--- config.mk ---
export PLATFORM = sky130hd
export DESIGN_NAME = pwm_frequency_duty_meter_unit
export DESIGN_NICKNAME = d
export VERILOG_FILES = /design/src/hdl/pfdm_pkg.sv /design/src/hdl/pfdm_div.sv /design/src/hdl/pwm_frequency_duty_meter_unit.sv
export SDC_FILE = /design/constraint.sdc
export NUM_CORES = 1
export LEC_CHECK = 0
export ABC_AREA = 1
export ABC_CLOCK_PERIOD_IN_PS = 7900
export BUFFER_PORTS_ARGS = -buffer_cell sky130_fd_sc_hd__buf_2
export CAP_MARGIN = 0
export CORE_ASPECT_RATIO = 0.8
export CORE_MARGIN = 2
export CORE_UTILIZATION = 50
export DETAILED_ROUTE_END_ITERATION = 10
export PLACE_DENSITY = 0.69
export RECOVER_POWER = 100
export SLEW_MARGIN = 25
export SYNTH_ARGS = -nofsm -noshare
export SYNTH_HDL_FRONTEND = slang
export SYNTH_SLANG_ARGS = --single-unit
export TNS_END_PERCENT = 30
--- constraint.sdc ---
create_clock -name clk -period 7.9 [get_ports clk]
set_input_delay 0.79 -clock clk [delete_from_list [all_inputs] [get_ports clk]]
set_output_delay 0.79 -clock clk [all_outputs]
set_load 0.01 [all_outputs]
--- src/hdl/pfdm_pkg.sv ---
`default_nettype none
package pfdm_pkg;

	// Capture counter ticks per divided clock period
	localparam int unsigned CYCLES_PER_COUNT = 2;

	// Field widths
	localparam int unsigned COUNT_W = 32;
	localparam int unsigned SYSCLK_W = 28;
	localparam int unsigned CLKDIV_W = 16;
	localparam int unsigned FREQ_W = 31;
	localparam int unsigned DUTY_W = 10;
	localparam int unsigned CFG_DATA_W = 28;

	// Duty scale: full duty in tenths of a percent
	localparam logic [DUTY_W-1:0] DUTY_FULL = DUTY_W'(1000);

	// Serial multiplier operand: divider times ticks per count
	localparam int unsigned CPC_W = $clog2(CYCLES_PER_COUNT + 1);
	localparam int unsigned MUL_W = CLKDIV_W + CPC_W;

	// Divider widths: numerator up to count * 1000, denominator up to count * MUL
	localparam int unsigned NUM_W = COUNT_W + DUTY_W;
	localparam int unsigned DEN_W = COUNT_W + MUL_W;
	localparam int unsigned STEP_W = $clog2(NUM_W + 1);
	localparam int unsigned FREQ_NUM_W = 32;

	// Configuration register indexes
	typedef enum logic [0:0] {
		CFG_SYS_CLOCK_HZ = 1'b0,
		CFG_CLOCK_DIVIDER = 1'b1
	} cfg_index_t;

	// Edge kinds
	localparam logic KIND_RISE = 1'b0;
	localparam logic KIND_FALL = 1'b1;

	typedef enum logic [2:0] {
		ST_IDLE,
		ST_PREP,
		ST_MUL,
		ST_DIV,
		ST_FIN
	} state_t;

	// Divider request and status
	typedef struct packed {
		logic start;
		logic [STEP_W-1:0] steps;
	} div_req_t;

	typedef struct packed {
		logic busy;
		logic done;
	} div_stat_t;

endpackage
`default_nettype wire

--- src/hdl/pfdm_div.sv ---
`default_nettype none
module pfdm_div (
	input wire logic clk,
	input wire logic arst_n,
	input wire pfdm_pkg::div_req_t req,
	input wire logic [pfdm_pkg::NUM_W-1:0] num,
	input wire logic [pfdm_pkg::DEN_W-1:0] den,
	output pfdm_pkg::div_stat_t stat,
	output logic [pfdm_pkg::NUM_W-1:0] quo
);

	logic [pfdm_pkg::DEN_W-1:0] rem_q;
	logic [pfdm_pkg::DEN_W-1:0] den_q;
	logic [pfdm_pkg::NUM_W-1:0] num_q;
	logic [pfdm_pkg::NUM_W-1:0] quo_q;
	logic [pfdm_pkg::STEP_W-1:0] cnt_q;
	logic busy_q;
	logic done_q;
	logic [pfdm_pkg::DEN_W:0] trial;
	logic ge;

	// Shift the next numerator bit into the partial remainder and try a subtract
	assign trial = {rem_q, num_q[pfdm_pkg::NUM_W-1]};
	assign ge = (trial >= {1'b0, den_q});

	// Control: count quotient bits, flag the last one
	always_ff @(posedge clk or negedge arst_n) begin
		if (!arst_n) begin
			busy_q <= 1'b0;
			done_q <= 1'b0;
			cnt_q <= '0;
		end else begin
			done_q <= 1'b0;
			if (req.start) begin
				busy_q <= 1'b1;
				cnt_q <= req.steps;
			end else if (busy_q) begin
				cnt_q <= cnt_q - 1'b1;
				if (cnt_q == pfdm_pkg::STEP_W'(1)) begin
					busy_q <= 1'b0;
					done_q <= 1'b1;
				end
			end
		end
	end

	// Datapath: one restoring step per cycle
	always_ff @(posedge clk) begin
		if (req.start) begin
			rem_q <= '0;
			den_q <= den;
			num_q <= num;
			quo_q <= '0;
		end else if (busy_q) begin
			rem_q <= ge ? pfdm_pkg::DEN_W'(trial - {1'b0, den_q}) : trial[pfdm_pkg::DEN_W-1:0];
			num_q <= {num_q[pfdm_pkg::NUM_W-2:0], 1'b0};
			quo_q <= {quo_q[pfdm_pkg::NUM_W-2:0], ge};
		end
	end

	assign stat.busy = busy_q;
	assign stat.done = done_q;
	assign quo = quo_q;

endmodule
`default_nettype wire

--- src/hdl/pwm_frequency_duty_meter_unit.sv ---
// Sequence: an accepted event passes PREP, MUL and DIV to FIN, where the result word is
// registered; a zero period or a saturated duty goes from PREP straight to FIN. MUL runs
// the shift-add multiplier one bit per cycle over its operand (clock_divider * ticks per
// count, or 10 bits for duty); DIV runs the restoring divider one quotient bit per cycle,
// 32 bits for a frequency or 42 for a duty. One event at a time; FIN waits on m_tready.
// Reset: asynchronous, active low; clears all held measurements and restores the registers.
`default_nettype none
module pwm_frequency_duty_meter_unit (
	input wire logic clk,
	input wire logic arst_n,
	// Event input
	input wire logic s_tvalid,
	output logic s_tready,
	input wire logic [31:0] s_tdata, // [31:0] capture_count
	input wire logic s_tuser, // [0] edge_kind
	// Result output
	output logic m_tvalid,
	input wire logic m_tready,
	output logic [79:0] m_tdata, // [31:0] count_echo, [62:32] frequency_decihz,
	// [72:63] duty_permille, [79:73] zero
	output logic [1:0] m_tuser, // [0] period_invalid, [1] duty_saturated
	// Configuration writes
	input wire logic cfg_valid,
	output logic cfg_ready,
	input wire logic [0:0] cfg_index,
	input wire logic [pfdm_pkg::CFG_DATA_W-1:0] cfg_data
);

	pfdm_pkg::state_t state_q, state_d;

	logic [pfdm_pkg::SYSCLK_W-1:0] sys_clock_hz_q;
	logic [pfdm_pkg::CLKDIV_W-1:0] clock_divider_q;

	logic [pfdm_pkg::COUNT_W-1:0] last_rise_q;
	logic [pfdm_pkg::COUNT_W-1:0] period_q;
	logic [pfdm_pkg::FREQ_W-1:0] freq_q;
	logic [pfdm_pkg::DUTY_W-1:0] duty_q;

	logic [pfdm_pkg::COUNT_W-1:0] count_q;
	logic [pfdm_pkg::COUNT_W-1:0] diff_q;
	logic edge_q;
	logic sat_q;

	logic [pfdm_pkg::DEN_W-1:0] acc_q;
	logic [pfdm_pkg::DEN_W-1:0] mcand_q;
	logic [pfdm_pkg::MUL_W-1:0] mplier_q;

	logic [79:0] out_data_q;
	logic [1:0] out_user_q;
	logic out_valid_q;

	logic accept;
	logic out_free;
	logic [pfdm_pkg::CLKDIV_W-1:0] div_eff;
	logic [pfdm_pkg::MUL_W-1:0] mul_freq;
	logic [pfdm_pkg::FREQ_NUM_W-1:0] freq_num;

	pfdm_pkg::div_req_t div_req;
	pfdm_pkg::div_stat_t div_stat;
	logic [pfdm_pkg::NUM_W-1:0] div_num;
	logic [pfdm_pkg::DEN_W-1:0] div_den;
	logic [pfdm_pkg::NUM_W-1:0] div_quo;

	assign accept = s_tvalid && s_tready;
	assign out_free = !out_valid_q || m_tready;
	assign s_tready = (state_q == pfdm_pkg::ST_IDLE);
	assign cfg_ready = 1'b1;

	// A zero divider counts as one
	assign div_eff = (clock_divider_q == '0) ? pfdm_pkg::CLKDIV_W'(1) : clock_divider_q;
	assign mul_freq = pfdm_pkg::MUL_W'(div_eff) * pfdm_pkg::MUL_W'(pfdm_pkg::CYCLES_PER_COUNT);
	assign freq_num = pfdm_pkg::FREQ_NUM_W'(sys_clock_hz_q) * pfdm_pkg::FREQ_NUM_W'(10);

	// Configuration registers
	always_ff @(posedge clk or negedge arst_n) begin
		if (!arst_n) begin
			sys_clock_hz_q <= pfdm_pkg::SYSCLK_W'(133000000);
			clock_divider_q <= pfdm_pkg::CLKDIV_W'(1);
		end else if (cfg_valid && cfg_ready) begin
			unique case (pfdm_pkg::cfg_index_t'(cfg_index))
				pfdm_pkg::CFG_SYS_CLOCK_HZ: sys_clock_hz_q <= cfg_data[pfdm_pkg::SYSCLK_W-1:0];
				pfdm_pkg::CFG_CLOCK_DIVIDER: clock_divider_q <= cfg_data[pfdm_pkg::CLKDIV_W-1:0];
			endcase
		end
	end

	// State register
	always_ff @(posedge clk or negedge arst_n) begin
		if (!arst_n) begin
			state_q <= pfdm_pkg::ST_IDLE;
		end else begin
			state_q <= state_d;
		end
	end

	// Next state and divider launch
	always_comb begin
		state_d = state_q;
		div_req.start = 1'b0;
		div_req.steps = pfdm_pkg::STEP_W'(pfdm_pkg::NUM_W);
		div_num = acc_q[pfdm_pkg::NUM_W-1:0];
		div_den = pfdm_pkg::DEN_W'(period_q);
		if (edge_q == pfdm_pkg::KIND_RISE) begin
			div_req.steps = pfdm_pkg::STEP_W'(pfdm_pkg::FREQ_NUM_W);
			div_num = {freq_num, (pfdm_pkg::NUM_W - pfdm_pkg::FREQ_NUM_W)'(0)};
			div_den = acc_q;
		end
		unique case (state_q)
			pfdm_pkg::ST_IDLE: begin
				if (accept) state_d = pfdm_pkg::ST_PREP;
			end
			pfdm_pkg::ST_PREP: begin
				if (edge_q == pfdm_pkg::KIND_RISE) begin
					state_d = (diff_q == '0) ? pfdm_pkg::ST_FIN : pfdm_pkg::ST_MUL;
				end else if (period_q == '0 || diff_q > period_q) begin
					state_d = pfdm_pkg::ST_FIN;
				end else begin
					state_d = pfdm_pkg::ST_MUL;
				end
			end
			pfdm_pkg::ST_MUL: begin
				if (mplier_q == '0) begin
					div_req.start = 1'b1;
					state_d = pfdm_pkg::ST_DIV;
				end
			end
			pfdm_pkg::ST_DIV: begin
				if (div_stat.done) state_d = pfdm_pkg::ST_FIN;
			end
			pfdm_pkg::ST_FIN: begin
				if (out_free) state_d = pfdm_pkg::ST_IDLE;
			end
			default: state_d = pfdm_pkg::ST_IDLE;
		endcase
	end

	// Held measurement state
	always_ff @(posedge clk or negedge arst_n) begin
		if (!arst_n) begin
			last_rise_q <= '0;
			period_q <= '0;
			freq_q <= '0;
			duty_q <= '0;
		end else begin
			unique case (state_q)
				pfdm_pkg::ST_PREP: begin
					if (edge_q == pfdm_pkg::KIND_RISE) begin
						period_q <= diff_q;
						last_rise_q <= count_q;
						if (diff_q == '0) freq_q <= '0;
					end else if (period_q == '0) begin
						duty_q <= '0;
					end else if (diff_q > period_q) begin
						duty_q <= pfdm_pkg::DUTY_FULL;
					end
				end
				pfdm_pkg::ST_DIV: begin
					if (div_stat.done) begin
						if (edge_q == pfdm_pkg::KIND_RISE) begin
							freq_q <= div_quo[pfdm_pkg::FREQ_W-1:0];
						end else begin
							duty_q <= div_quo[pfdm_pkg::DUTY_W-1:0];
						end
					end
				end
				default: begin
				end
			endcase
		end
	end

	// Event capture and shift-add multiplier
	always_ff @(posedge clk) begin
		if (accept) begin
			count_q <= s_tdata;
			edge_q <= s_tuser;
			diff_q <= s_tdata - last_rise_q;
		end
		if (state_q == pfdm_pkg::ST_PREP) begin
			sat_q <= (edge_q == pfdm_pkg::KIND_FALL) && (period_q != '0) && (diff_q > period_q);
			acc_q <= '0;
			mcand_q <= pfdm_pkg::DEN_W'(diff_q);
			mplier_q <= (edge_q == pfdm_pkg::KIND_RISE) ? mul_freq
				: pfdm_pkg::MUL_W'(pfdm_pkg::DUTY_FULL);
		end else if (state_q == pfdm_pkg::ST_MUL && mplier_q != '0) begin
			if (mplier_q[0]) acc_q <= acc_q + mcand_q;
			mcand_q <= {mcand_q[pfdm_pkg::DEN_W-2:0], 1'b0};
			mplier_q <= {1'b0, mplier_q[pfdm_pkg::MUL_W-1:1]};
		end
	end

	pfdm_div u_div (
		.clk(clk),
		.arst_n(arst_n),
		.req(div_req),
		.num(div_num),
		.den(div_den),
		.stat(div_stat),
		.quo(div_quo)
	);

	// Output word register
	always_ff @(posedge clk or negedge arst_n) begin
		if (!arst_n) begin
			out_valid_q <= 1'b0;
		end else if (state_q == pfdm_pkg::ST_FIN && out_free) begin
			out_valid_q <= 1'b1;
		end else if (m_tready) begin
			out_valid_q <= 1'b0;
		end
	end

	always_ff @(posedge clk) begin
		if (state_q == pfdm_pkg::ST_FIN && out_free) begin
			out_data_q <= {7'd0, duty_q, freq_q, count_q};
			out_user_q <= {sat_q, (period_q == '0)};
		end
	end

	assign m_tvalid = out_valid_q;
	assign m_tdata = out_data_q;
	assign m_tuser = out_user_q;

endmodule
`default_nettype wire
# Yosys cells after proc, flatten, opt, wreduce, memory -nomap -nowiden
# Index checks and enable logic that the tools add are counted.
dict set report classes {
  add_sub_neg 4
  n_reduce_logical 26
  n_bitwise 2
  n_lt_le_gt_ge 2
  n_mul 1
  muxes 43
  n_eq_ne 15
}
# operator n
set ops {}
lappend ops {{$mux 42} 3}
lappend ops {{$mux 31} 4}
lappend ops {{$mux 32} 3}
lappend ops {{$logic_not 32->1} 2}
lappend ops {{$pmux 31 s2} 1}
lappend ops {{$ge 51x50->1} 1}
lappend ops {{$add 50x50->50} 1}
lappend ops {{$mux 10} 5}
lappend ops {{$mux 50} 1}
lappend ops {{$sub 50x50->50} 1}
lappend ops {{$mux 18} 2}
lappend ops {{$gt 32x32->1} 1}
lappend ops {{$reduce_bool 32->1} 1}
lappend ops {{$sub 32x32->32} 1}
lappend ops {{$mul 28x3->31 const B} 1}
lappend ops {{$mux 3} 7}
lappend ops {{$pmux 10 s2} 1}
lappend ops {{$logic_not 18->1} 1}
lappend ops {{$reduce_bool 18->1} 1}
lappend ops {{$mux 17} 1}
lappend ops {{$logic_not 16->1} 1}
lappend ops {{$mux 16} 1}
lappend ops {{$pmux 3 s5} 1}
lappend ops {{$ne 2x2->1 const B} 7}
lappend ops {{19 further kinds} 44}
dict set report word_totals {
  in_bits 67
  out_inout_bits 85
  register_bits 593
}

# Longest topological paths before layout
# Gate-level depths: netlist of the first run.
dict set report depth {
  ltp_word 5
  ltp_mapped 20
  mapped_depth_nobuf 20
}

# Cells and area by module
# From an unflattened synthesis of the first run, not the netlist that was laid out.
dict set report unflattened {
  cells_unflattened 4630
  hier_area_um2 35532.8
}
# module cells_each instances area_per_inst_um2 seq_area_each_um2
set modules_own_cells {}
lappend modules_own_cells {pwm_frequency_duty_meter_unit 2964 1 23954.2 10915.5}
lappend modules_own_cells {pfdm_div 1666 1 11578.6 4804.6}

# Worst setup path after synthesis of the first run
# OpenSTA, ideal clock, no wires.
dict set report synth_timing {
  kind {input-to-reg}
  startpoint {in s_tvalid}
  endpoint {reg count_q[0] (netlist name) (enable)}
  n_path_buf 0
  required_time_ns 7.332
  setup_slack_ns 2.091
  arrival_ns 5.241
  cell_stages 2
  path_cell_list {inv_1 -> nor3_1}
}
dict set report synth_via {
  elab_chain_cells 1
}
# element line_no
set synth_lines {}
lappend synth_lines {{start, declared} pwm_frequency_duty_meter_unit.sv:12} ;# input wire logic s_tvalid,
lappend synth_lines {{$logic_and 1x1->1} pwm_frequency_duty_meter_unit.sv:64} ;# assign accept = s_tvalid && s_tready;
lappend synth_lines {{named net accept} pwm_frequency_duty_meter_unit.sv:52} ;# logic accept;
lappend synth_lines {{end signal, assigned} pwm_frequency_duty_meter_unit.sv:175} ;# count_q <= s_tdata;
lappend synth_lines {{end, declared} pwm_frequency_duty_meter_unit.sv:39} ;# logic [pfdm_pkg::COUNT_W-1:0] count_q;
# The timed path passes the listed nets, and every way through them passes these cells.
# A chain may end at the register's enable or synchronous reset.

# Worst setup path after layout of the first run
dict set report layout_timing {
  startpoint {reg edge_q}
  endpoint {reg u_div.den_q[16] (netlist name) (data pin)}
}
dict set report layout_via {
  elab_chain_cells 1
}
# element line_no
set layout_lines {}
lappend layout_lines {{start, declared} pwm_frequency_duty_meter_unit.sv:41} ;# logic edge_q;
lappend layout_lines {{start signal, assigned} pwm_frequency_duty_meter_unit.sv:176} ;# edge_q <= s_tuser;
lappend layout_lines {{$mux 32} pwm_frequency_duty_meter_unit.sv:103} ;# if (edge_q == pfdm_pkg::KIND_RISE) begin
lappend layout_lines {{named net div_den (one bit)} pwm_frequency_duty_meter_unit.sv:61} ;# logic [pfdm_pkg::DEN_W-1:0] div_den;
lappend layout_lines {{end signal, assigned} pfdm_div.sv:51} ;# den_q <= den;
lappend layout_lines {{end, declared} pfdm_div.sv:13} ;# logic [pfdm_pkg::DEN_W-1:0] den_q;
# The timed path passes the listed nets, and every way through them passes these cells.

==> out/qor.yml, run 1 <==
outcome:
  status: "finished, violations left"
  violations: "max-capacitance violations, max-slew violations"
route:
  via_count: 29761
  drtIter0Drc: 2667
  routed_wl_um: 102000
  wl_per_cell_um: 18.5
  viasPerCell: 5.42
  firstDrtPassIters: 6
  drc_errors: 0
  ant_nets: 0
sta:
  tightest_slew_ps: 4240
  period_share: 0.712
  fin_setup_tns_ps: 0
  fin_ws_ps: 2280
  setup_viol: 0
  hold_viol: 0
  drv_slew: 746
  finClkSkew_ps: 25.9
  maxSlewHeadroom: -1.83
  period_needed_ps: 5620
  rsz0062_at_grt: "false"
  max_freq_mhz: 178
placement:
  place_area_um2: 36000
  post-place-ws_ps: 3900
  portBuffers: 143
  gp_routability_congestion: 1.02
  hpwlAfterDp_um: 78200
critical_path:
  cp_cell_sequence: "clkbuf_1, buf_4, clkinv_1, clkbuf_1, o21ai_0"
  critPathArrivalTime_ps: 5950
  cp-end-kind: "register"
  path_common_cell: "clkbuf_1"
  crit_type: "register to register"
  critPathMaxStageDelay_ps: 1730
  cp_max_fo: 65
  critPathLaunch: "edge_q$_DFFE_PP_"
  crit_required_ps: 8230
  crit_slowest_cell: "clkbuf_1"
  critical_path_buf_inv_count: 4
  reg2reg_from: "edge_q$_DFFE_PP_"
  cp_top_family: "buffers and inverters"
  worst_setup_path_start_kind: "register"
global_routing:
  grt_first_pass_wirelength_um: 157000
  grtUsageTotal: 0.281
  antenna_found_initial: 1
  grt_use_met3: 0.0620
  grt_start_max_net_pins: 124
  top_usage_layer: "met1"
  first_global_vias: 27727
  met2_usage: 0.401
  met1_usage: 0.424
  overflow: 0
yosys:
  async_reset_ff_frac: 0.272
  ys_seq_elements: 592
  synth-edff-count: 282
  synthCells: 4410
  syn_area_um2: 34500
  ys_seq_area_frac: 0.449
  ys.warnings.count: 0
  syn_area_per_cell_um2: 7.83
  synth_cell_types: 57
  yosys_most_used_dff: "edfxtp_1"
clock_tree:
  postCtsHoldBufs: 0
  cts_tree: "yes"
  post_cts_buffers: 0
  clockBufferDepth: 3
  path_clk_slew_ps: 60
  cts_buffers: 59
  cts_resized: 0
  clock_sinks: 592
  htreeDepth: 2
  clk_latency_ps: 650
  clockRootBuffer: "clkbuf_16"
power:
  internal_power_mw: 7.50
  seq_power_share: 0.361
  power.density_nw_per_um2: 335
  switching_share: 0.410
  power_switching_mw: 5.22
  p_comb_frac: 0.398
  power_mw: 12.7
  clockPowerShare: 0.241
  ir_drop_mv: 0.222
  p_leak_nw: 17.4
final_layout:
  layout.nets: 4805
  final_area_um2: 38000
  n_antenna_cell: 0
  final_common_cell: "nand2_1"
  layout_common_cells: "nand2_1, inv_1, o21ai_0"
  area_delta_synth_final_pct: 9.99
  drive_above_1_share: 0.0420
floorplan:
  die_w_um: 298
  die-area_um2: 71200
  coreArea_um2: 68700
  ios: 152
  fp-row-count: 86
  fp.dieH_um: 239
  start_util: 0.503
worst_hold_path:
  min_from: "s_tuser"
  hp-class: "input port to register"
flow_run:
  max_cap_viol_count: 13
path summary, 6_finish.rpt:
| kind | endpoint | slack, ps | cells past startpoint |
|---|---|---|---|
| max | u_div.den_q[16]$_DFFE_PP_ | 2280 | 5 |
| min | edge_q$_DFFE_PP_ | 340 | 1 |
| max reg2reg | u_div.den_q[16]$_DFFE_PP_ | 2280 | 5 |
| min reg2reg | m_tuser[1]$_DFFE_PP_ | 420 | 0 |
| max in group asynchronous | freq_q[25]$_DFFE_PN0P_ | 2990 | 3 |
| min in group asynchronous | clock_divider_q[10]$_DFFE_PN0P_ | 800 | 1 |
sequential cells by signal (all words and copies together), names as in the netlist, 31 cells and up:
name / flops
count_q: 32
u_div.quo: 31
period_q: 32
last_rise_q: 32
freq_q: 31
u_div.num_q: 42
u_div.rem_q: 50
mcand_q: 50
m_tdata: 73
diff_q: 32
u_div.den_q: 50
acc_q: 50
area by class of cell:
| type | instances | area [um2] |
|---|---|---|
| clock buffers | 81 | 1730 |
| inverters | 678 | 2540 |
| fillers | 6713 | 30700 |
| repair buffers | 167 | 717 |
| multi-input cells | 3020 | 15900 |
| well taps | 924 | 1160 |
| flip-flops and latches | 592 | 15500 |
| clock inverters | 31 | 410 |
per-stage QoR:
step	std cells	utilization	hold WS [ps]
after floorplan	4416	-	400
after global placement	5380	0.525	408
after detailed placement	5380	0.525	407
after CTS	5492	0.556	283
after global routing	5493	0.553	297
final	5493	0.553	335
cell usage after synthesis (3+ instances only):
library cell | count | area share
a21boi_0 | 14 | 0.0030
a21o_1 | 19 | 0.0041
a21oi_1 | 284 | 0.041
a22oi_1 | 30 | 0.0065
a2bb2oi_1 | 4 | 0.0010
a31oi_1 | 4 | 0.00072
and3_1 | 3 | 0.00054
buf_1 | 5 | 0.00054
buf_2 | 18 | 0.0026
buf_4 | 9 | 0.0020
buf_6 | 10 | 0.0033
clkbuf_1 | 84 | 0.0091
dfrtp_1 | 145 | 0.11
dfstp_2 | 16 | 0.012
dfxtp_1 | 149 | 0.086
edfxtp_1 | 282 | 0.25
fa_1 | 4 | 0.0023
ha_1 | 216 | 0.078
inv_1 | 669 | 0.073
inv_2 | 7 | 0.00076
mux2_2 | 11 | 0.0036
nand2_1 | 1083 | 0.12
nand3_1 | 220 | 0.032
nand3b_1 | 9 | 0.0020
nand4_1 | 70 | 0.013
nor2_1 | 378 | 0.041
nor2_2 | 4 | 0.00072
nor3_1 | 35 | 0.0051
nor4_1 | 19 | 0.0034
o211ai_1 | 12 | 0.0026
o21a_1 | 6 | 0.0013
o21ai_0 | 422 | 0.061
o21ai_1 | 21 | 0.0030
o21bai_1 | 31 | 0.0067
xnor2_1 | 45 | 0.011
xor2_1 | 43 | 0.011
cell families (layout without fill, tap and decap cells):
logic type / after synthesis / after routing / share of synthesized area
AND/OR/NAND/NOR: 1831 / 1831 / 0.218
adder cells (fa/ha/maj): 220 / 220 / 0.0806
flip-flops: 592 / 592 / 0.449
AO/OA/AOI/OAI: 862 / 862 / 0.135
buffers and inverters: 804 / 957 / 0.0912
multiplexers: 11 / 11 / 0.00359
XOR/XNOR: 88 / 88 / 0.0223
other: 2 / 8 / 0.000217
routing by layer:
layer	up-vias	part of all wire
met5	-	0.000098
met4	2	0.029
met3	152	0.083
met2	961	0.41
met1	13922	0.48
li1	14724	-
power groups by stage:
stage	Clock (mW)	Combinational [mW]	Sequential [mW]
3_3_place_gp	0	4.92	4.60
2_1_floorplan	0	3.47	4.47
4_1_cts	3.12	5.00	4.56
3_5_place_dp	0	4.97	4.61
6_report	3.06	5.07	4.59
5_1_grt	3.24	5.67	4.66
Power figures use the tool's default switching activity.
==> run 2, diff against run 1 <==
ABC_CLOCK_PERIOD_IN_PS = 5800   (was 7900)
clock period = 5.8 ns   (was 7.9 ns; I/O delays follow)
==> out/qor.yml, run 2 (same netlist as run 1, synthesis figures left out) <==
sta:
  period_needed_ps: 4560  # -1070 ps
  maxSlewHeadroom: -1.42  # +0.405
  period_share: 0.785  # +0.0739
  rsz0062_at_grt: "false"
  whs_ps: 110  # -225 ps
  tightest_slew_ps: 3630  # -608 ps
  drv_slew: 577  # -23%
  setup_viol: 0  # unchanged
  fin_setup_tns_ps: 0  # unchanged
  hold_viol: 0  # unchanged
  max_freq_mhz: 220  # +23%
  finClkSkew_ps: 28.5  # +2.61 ps
clock_tree:
  clockBufferDepth: 3  # unchanged
  htreeDepth: 2  # unchanged
  path_clk_slew_ps: 60  # about the same
  cts_tree: "yes"
  clockRootBuffer: "clkbuf_16"
  clk_latency_ps: 660  # about the same
  cts_buffers: 60  # +1.7%
  clock_sinks: 592  # unchanged
outcome:
  violations: "max-capacitance violations, max-slew violations"
  status: "finished, violations left"
critical_path:
  crit_slowest_cell: "nand3_2"
  cp_max_fo: 41  # -37%
  path_common_cell: "nand2_1"
  crit_type: "register to register"
  critPathArrivalTime_ps: 4970  # -980 ps
  crit_required_ps: 6210  # -2020 ps
  critPathMaxStageDelay_ps: 910  # -820 ps
  cp-end-kind: "register"
  worst_setup_path_start_kind: "register"
  cp_cell_sequence: "inv_1, ha_1, nand2_1, nor2_1, nand2_1, nor4_1, nand4_1, nand3_2, buf_4, nand3_1, nand2_1, o21ai_0"
placement:
  post-place-cells: 5381  # +0.019%
  portBuffers: 143  # unchanged
  place_area_um2: 36100  # about the same
  hpwlAfterDp_um: 77200  # -1.3%
  gp_routability_congestion: 1.04  # +2.0%
flow_run:
  max_cap_viol_count: 12  # -1
floorplan:
  fp.dieH_um: 239  # unchanged
  ios: 152  # unchanged
  coreArea_um2: 68700  # unchanged
  fp-row-count: 86  # unchanged
  die_w_um: 298  # unchanged
  die-area_um2: 71200  # unchanged
  start_util: 0.503  # unchanged
power:
  ir_drop_mv: 0.305  # +38%
  power.density_nw_per_um2: 451  # +35%
  power_mw: 17.1  # +34%
  p_leak_nw: 17.4  # about the same
final_layout:
  fin_cells: 5497  # +0.073%
  area_delta_synth_final_pct: 9.81
  n_fill_cell: 6646  # -1.0%
  layout.nets: 4808  # +0.062%
  layout_common_cells: "nand2_1, inv_1, o21ai_0"
  n_antenna_cell: 0  # unchanged
  drive_above_1_share: 0.0418  # -0.000255
  multiInputGateArea_um2: 15900  # about the same
  register_area_um2: 15500  # unchanged
  final_common_cell: "nand2_1"
  largest_reg_flops: 73  # unchanged
  final_area_um2: 37900  # -0.16%
route:
  routed_wl_um: 100000  # -1.7%
  drc_errors: 0  # unchanged
  ant_nets: 0  # unchanged
  viasPerCell: 5.39  # -0.46%
  drtIter0Drc: 2960  # +11%
  firstDrtPassIters: 7  # +1
  via_count: 29646  # -0.39%
  wl_per_cell_um: 18.2  # -1.8%
global_routing:
  first_global_vias: 26704  # -3.7%
  overflow: 0  # unchanged
  grt_start_max_net_pins: 126  # +1.6%
  antenna_found_initial: 0  # -1
  grt_first_pass_wirelength_um: 153000  # -2.4%
  grtUsageTotal: 0.277  # -0.00451
worst_hold_path:
  hp-class: "input port to register"
[run 2: through the flow]
stage / setup slack, ps / util
floorplan: 201 / -
global placement: 2080 / 0.525
detailed placement: 2010 / 0.525
CTS: 1970 / 0.556
global route: 935 / 0.552
finish: 1240 / 0.552
[run 2: final timing paths]
path | to | cells past startpoint | from | slack, ps
worst max-delay path | u_div.rem_q[25]$_SDFFE_PP0P_ | 12 | u_div.den_q[15]$_DFFE_PP_ | 1240
worst min-delay path | edge_q$_DFFE_PP_ | 1 | s_tuser | 110
worst max register to register | u_div.rem_q[25]$_SDFFE_PP0P_ | 12 | u_div.den_q[15]$_DFFE_PP_ | 1240
worst min register to register | m_tuser[1]$_DFFE_PP_ | 0 | sat_q$_DFFE_PP_ | 430
max in group asynchronous | last_rise_q[7]$_DFFE_PN0P_ | 3 | arst_n | 3070
min in group asynchronous | clock_divider_q[11]$_DFFE_PN0P_ | 2 | arst_n | 1100
[run 2: cell type report]
cell class / count / share of cell area
Clock inverter: 36 / 0.0108
Clock buffer: 78 / 0.0441
Inverter: 678 / 0.0671
Tap cell: 924 / 0.0305
Multi-Input combinational cell: 3020 / 0.419
Sequential cell: 592 / 0.409
Timing Repair Buffer: 169 / 0.0193
[run 2: worst max-delay path: cells and delay by family (launching register included)]
family          cells  cell delay, ps
simple gates        8            3000
buf+inv             2             540
fa+ha+maj           1             350
flops               1             330
compound gates      1              70
[run 2: timing repair]
| action | in CTS | in global routing |
|---|---|---|
| resized for setup | 0 | 0 |
| setup buffers | 0 | 0 |
| hold buffers | 1 | 0 |
| endpoints found under the hold margin | 21 | 0 |
[run 2: power by group]
group,internal (mW),switching (mW)
Sequential,5.62,0.586
Combinational,2.11,4.70
Clock,2.32,1.75
[run 2: layer usage]
| metal | routed length (um) | up-vias | GRT usage |
|---|---|---|---|
| met5 | 0 | - | 0 |
| met3 | 9100 | 109 | 0.0607 |
| met1 | 47800 | 13837 | 0.423 |
| li1 | - | 14726 | - |
| met2 | 41100 | 974 | 0.397 |
| met4 | 2040 | 0 | 0.0617 |
